`src/sv/sstf_pkg.sv`:
```
package sstf_pkg;

	// Table geometry and fixed-point format
	localparam int ROWS      = 512;
	localparam int COLS      = 512;
	localparam int FRAC_BITS = 12;

	// Fixed widths of the request and result fields
	localparam int COORD_W = 10;
	localparam int QROW_W  = 9;
	localparam int TYPE_W  = 2;

	// Derived widths
	localparam int ROW_AW  = (ROWS > 1) ? $clog2(ROWS) : 1;
	localparam int BND_W   = ($clog2(COLS + 1) > COORD_W) ? $clog2(COLS + 1) : COORD_W;
	localparam int NUM_W   = COORD_W + FRAC_BITS;      // dividend |dx| << FRAC_BITS
	localparam int SLOPE_W = COORD_W + FRAC_BITS;      // signed Q10.FRAC_BITS
	localparam int WX_W    = COORD_W + 1 + FRAC_BITS;  // signed Q11.FRAC_BITS
	localparam int DIV_CW  = $clog2(NUM_W);

	// Slope saturation limits, as magnitudes
	localparam logic [NUM_W-1:0] POS_LIM = {1'b0, {(NUM_W - 1){1'b1}}};
	localparam logic [NUM_W-1:0] NEG_LIM = {1'b1, {(NUM_W - 1){1'b0}}};

	// Request codes
	localparam logic [TYPE_W-1:0] REQ_CLEAR = 2'd0;
	localparam logic [TYPE_W-1:0] REQ_EDGE  = 2'd1;
	localparam logic [TYPE_W-1:0] REQ_QUERY = 2'd2;

	typedef struct packed {
		logic [TYPE_W-1:0]  req_type;
		logic [COORD_W-1:0] start_x;
		logic [COORD_W-1:0] start_y;
		logic [COORD_W-1:0] end_x;
		logic [COORD_W-1:0] end_y;
		logic [QROW_W-1:0]  query_row;
	} req_t;

	typedef struct packed {
		logic [QROW_W-1:0]  row_index;
		logic [COORD_W-1:0] span_left;
		logic [COORD_W-1:0] span_right;
		logic               span_nonempty;
	} res_t;

	// One table entry: left and right bound of a row
	typedef struct packed {
		logic [BND_W-1:0] left;
		logic [BND_W-1:0] right;
	} ent_t;

	// Controller to datapath
	typedef struct packed {
		logic accept;
		logic clr_step;
		logic div_step;
		logic slope_load;
		logic walk_step;
	} cmd_t;

	// Datapath to controller
	typedef struct packed {
		logic flat;
		logic clr_last;
		logic div_last;
		logic walk_last;
	} sts_t;

endpackage

```
`src/sv/sstf_ctrl.sv`:
```
module sstf_ctrl (
	input  logic                       clk,
	input  logic                       arst_n,
	input  logic                       start,
	input  logic [sstf_pkg::TYPE_W-1:0] req_type,
	input  sstf_pkg::sts_t             sts,
	output sstf_pkg::cmd_t             cmd,
	output logic                       busy,
	output logic                       done
);
	import sstf_pkg::*;

	typedef enum logic [8:0] {
		S_IDLE  = 9'b000000001,
		S_CLR   = 9'b000000010,
		S_SETUP = 9'b000000100,
		S_DIV   = 9'b000001000,
		S_SLOPE = 9'b000010000,
		S_WALK  = 9'b000100000,
		S_DRAIN = 9'b001000000,
		S_QRD   = 9'b010000000,
		S_QOUT  = 9'b100000000
	} state_t;

	state_t state_q, state_d;

	// Next state
	always_comb begin
		state_d = state_q;
		unique case (state_q)
			S_IDLE: begin
				if (start) begin
					unique case (req_type)
						REQ_CLEAR: state_d = S_CLR;
						REQ_EDGE:  state_d = S_SETUP;
						REQ_QUERY: state_d = S_QRD;
						default:   state_d = S_IDLE;
					endcase
				end
			end
			S_CLR:   if (sts.clr_last) state_d = S_IDLE;
			S_SETUP: state_d = sts.flat ? S_IDLE : S_DIV;
			S_DIV:   if (sts.div_last) state_d = S_SLOPE;
			S_SLOPE: state_d = S_WALK;
			S_WALK:  if (sts.walk_last) state_d = S_DRAIN;
			S_DRAIN: state_d = S_IDLE;
			S_QRD:   state_d = S_QOUT;
			S_QOUT:  state_d = S_IDLE;
			default: state_d = S_IDLE;
		endcase
	end

	// Run the clearing pass straight out of reset
	always_ff @(posedge clk or negedge arst_n) begin
		if (!arst_n) state_q <= S_CLR;
		else         state_q <= state_d;
	end

	// Commands and handshake
	always_comb begin
		cmd            = '0;
		cmd.accept     = (state_q == S_IDLE) && start;
		cmd.clr_step   = (state_q == S_CLR);
		cmd.div_step   = (state_q == S_DIV);
		cmd.slope_load = (state_q == S_SLOPE);
		cmd.walk_step  = (state_q == S_WALK);
	end

	assign busy = (state_q != S_IDLE);
	assign done = (state_q == S_QOUT);

endmodule

```
`config.mk`:
```
export PLATFORM = sky130hd
export DESIGN_NAME = sstf_ctrl
export DESIGN_NICKNAME = d
export VERILOG_FILES = /design/src/sv/sstf_pkg.sv /design/src/sv/sstf_ctrl.sv
export SDC_FILE = /design/constraint.sdc
export NUM_CORES = 1
export LEC_CHECK = 0
export BUFFER_PORTS_ARGS = -buffer_cell sky130_fd_sc_hd__buf_2
export CELL_PAD_IN_SITES_DETAIL_PLACEMENT = 1
export CELL_PAD_IN_SITES_GLOBAL_PLACEMENT = 1
export CORE_MARGIN = 3
export CORE_UTILIZATION = 39
export DETAILED_ROUTE_END_ITERATION = 8
export MAX_ROUTING_LAYER = met4
export PLACE_DENSITY_LB_ADDON = 0.12
export SETUP_SLACK_MARGIN = 0.2
export SYNTH_ARGS = -nofsm -noshare
export SYNTH_HDL_FRONTEND = slang
export SYNTH_SLANG_ARGS = --single-unit
```
`constraint.sdc`:
```
create_clock -name clk -period 2.8 [get_ports clk]
set_input_delay 0.56 -clock clk [delete_from_list [all_inputs] [get_ports clk]]
set_output_delay 0.56 -clock clk [all_outputs]
set_load 0.005 [all_outputs]
```
==> results by group <==
Setup path
  – Buffers plus inverters on the worst setup path: 1
  – Slowest stage cell on the critical path: dfrtp_1
  – Critical Path Max Stage Delay: approximately 0.47 ns
  – WP data arrival: 1.74 ns
  – CP Data Required Time: around 2.2 ns
  – Crit Path Max Fanout: 9
  – Worst path cell trace: nor2_1 > nand3_1 > nor4b_1 > buf_2
  – Crit Path Class: register to output pin
  – Setup crit start kind: register
  – Delay-heaviest family, CP: simple AND/OR/NAND/NOR gates
  – Crit. End Element: output pin

Drt
  – ANT nets after route: 0
  – Drt via density: between 5 and 6
  – 1st-pass router iterations: 4
  – Drt drc: 0
  – Avg WL per Cell: approximately 15 um
  – Via count: about 570
  – Initial drt markers: 12
  – Routed WL: ~1500 um

Timing
  – Setup TNS: 0 ns
  – Final max-slew violation count: 0
  – Hold slack: between 0.1 and 0.15 ns
  – Period minus WS final: between 2 and 2.5 ns
  – Max-Slew Margin vs Limit: roughly 73%
  – Worst-Margin Slew: around 0.41 ns
  – Final hold vios: 0
  – Fmax: between 400 and 500 MHz
  – RSZ-0062 raised after global routing: false
  – Setup ws final: ~0.50 ns
  – Final period util: between 80% and 90%
  – Clk_skew: around 0.006 ns
  – Final setup viols: 0

Placement
  – DP Cell Count: 95
  – Post-place setup slack: approximately 0.79 ns
  – I/O Buffers: 15
  – Hpwl dp: approximately 1100 um
  – Placer Congestion: around 0.8

GRT
  – Global-route usage over all layers: about 18%
  – Initial antenna violation count: 0
  – First-pass GRT wire length: about 2400 um
  – GR Overflow Total: 0
  – Vias in the first global route: approximately 540
  – Largest net degree at the start of global routing: 10

Power and ir drop
  – VDD IR-drop max: around 440 uV
  – Sequential Power Share: a little over a third
  – Int Pwr: 0.000286 W
  – Sw Share: 40.6%
  – Leak Pwr: around 0.34 nW
  – Pwr per Cell Area: a little under 700 mW/mm^2
  – Psw: between 0.00015 and 0.0002 W
  – Clock power share: 21.5%
  – Comb pwr share: a little over two fifths

Clock network
  – Post-CTS Setup Repair Bufs: 0
  – Max Buffers Root-to-Sink: 2
  – Root Driver: clkbuf_4
  – Sink Count: 9
  – Skew-Pair Late Insertion Delay: about 0.27 ns
  – Post-CTS sizing: 0
  – CTS Hold Bufs: 0
  – Total CTS buffers: 3
  – Htree depth: 1
  – Clock edge transition at the registers on the reported setup and hold paths: ~0.070 ns
  – CTS tree: yes

Logic synthesis
  – Syn nets: 79
  – Avg Cell Area, Syn: 8.65 um^2
  – Mapped Area: approximately 610 um^2
  – Register area share after synthesis: a little under two fifths
  – Number of flops mapped to enable cells by yosys: 0
  – Synthesized flop and latch total: 9
  – Ys flop type: dfrtp_1
  – Distinct cell type count after synthesis: 30
  – Yosys warning count: 0
  – Ys async rst share: 100%
  – Synth Instances: 70

Layout
  – Max FFs per register: 9
  – Top flop regs: state_q x9
  – # diodes: 0
  – Layout Cells excl Fill: 99
  – NumNets Final: between 90 and 100
  – Layout Area Growth over Synthesis: 15.1%
  – Layout cell share with drive strength beyond 1: ~27%
  – # fillers: about 170
  – Biggest register: state_q

Job
  – Number of max-cap violations: 0

Die
  – # rows: 13
  – Core area: ~0.0014 mm^2
  – Ports: 16
  – Die W: 45.4 um
  – Die ar.: between 0.002 and 0.0025 mm^2
  – Die Y-Extent: between 40 and 50 um
  – Starting Density: 43.8%

Outcome
  – Status: finished, final reports clean

Min path
  – Worst hold path type: input port to asynchronous set/reset pin
==> layout make-up <==
type	instances	area [um^2]	area share [%]
inverters	3	11.3	1.62
well taps	15	18.8	2.69
flip-flops and latches	9	226	32.5
clock inverters	1	5.00	0.718
repair buffers	15	75.1	10.8
clock buffers	3	22.5	3.23
multi-input cells	53	338	48.5
==> logic make-up (layout without fill, tap and decap cells) <==
logic type	after synthesis	count (layout)	synth area share [%]
multiplexers	1	1	1.65
flip-flops	9	9	37.4
AO/OA/AOI/OAI	9	9	11.6
XOR/XNOR	1	1	1.45
buffers and inverters	8	22	6.82
AND/OR/NAND/NOR	42	42	41.1
==> worst register-to-register path: cells and delay by family (launching register included) <==
family / cells / cell delay [ns]
compound gates: 3 / 0.75
simple gates: 2 / 0.56
flops: 1 / 0.47
==> layout by cell type (no fill, tap or decap), types with 2 or more instances in the layout <==
master    count
a31oi_1       2
buf_2        15
clkbuf_4      3
dfrtp_1       8
inv_1         3
nand2_1       4
nand3_1       5
nor2_1        9
nor3_1        3
nor3b_1       6
nor4_1        2
nor4b_1       2
o211ai_1      2
or3_1         4
==> cells in the mapped netlist, types with 2 or more instances <==
master / number / area (um^2)
nor2_1: 9 / 33.8
dfrtp_1: 8 / 200
nor3b_1: 6 / 45.0
nand3_1: 5 / 25.0
nand2_1: 4 / 15.0
or3_1: 4 / 25.0
buf_2: 3 / 15.0
inv_1: 3 / 11.3
nor3_1: 3 / 15.0
a31oi_1: 2 / 12.5
nor4_1: 2 / 12.5
nor4b_1: 2 / 17.5
o211ai_1: 2 / 15.0
==> worst paths after layout <==
kind,from,end,slack (ns),depth (start not counted)
max,state_q[0],cmd[1],0.50,4
min,arst_n,state_q[6],0.13,1
max reg2reg,state_q[0],state_q[0],0.90,5
min reg2reg,state_q[6],state_q[3],0.51,1
max in group asynchronous,arst_n,state_q[1],2.42,1
min in group clk,req_type[1],state_q[1],0.48,2
==> through the flow <==
stage	area, um^2	power, W	util [%]
2_1_floorplan	606	0.000329	-
3_3_place_gp	669	0.000373	48.4
3_5_place_dp	669	0.000375	48.4
4_1_cts	697	0.000485	50.4
5_1_grt	697	0.000524	50.4
6_report	697	0.000481	50.4
==> power groups by stage <==
stage               Clock, W  Sequential [W]  Combinational (W)
finish              0.000103        0.000176           0.000202
global route        0.000118        0.000181           0.000225
CTS                 0.000105        0.000176           0.000203
detailed placement         0        0.000178           0.000197
global placement           0        0.000178           0.000194
floorplan                  0        0.000156           0.000173
==> metal layers <==
metal  wire length, um  track usage, %
met5                 0               -
met4                 9            5.26
met3                79            7.11
met2               697            25.1
met1               718            22.8
Power figures use the tool's default switching activity.
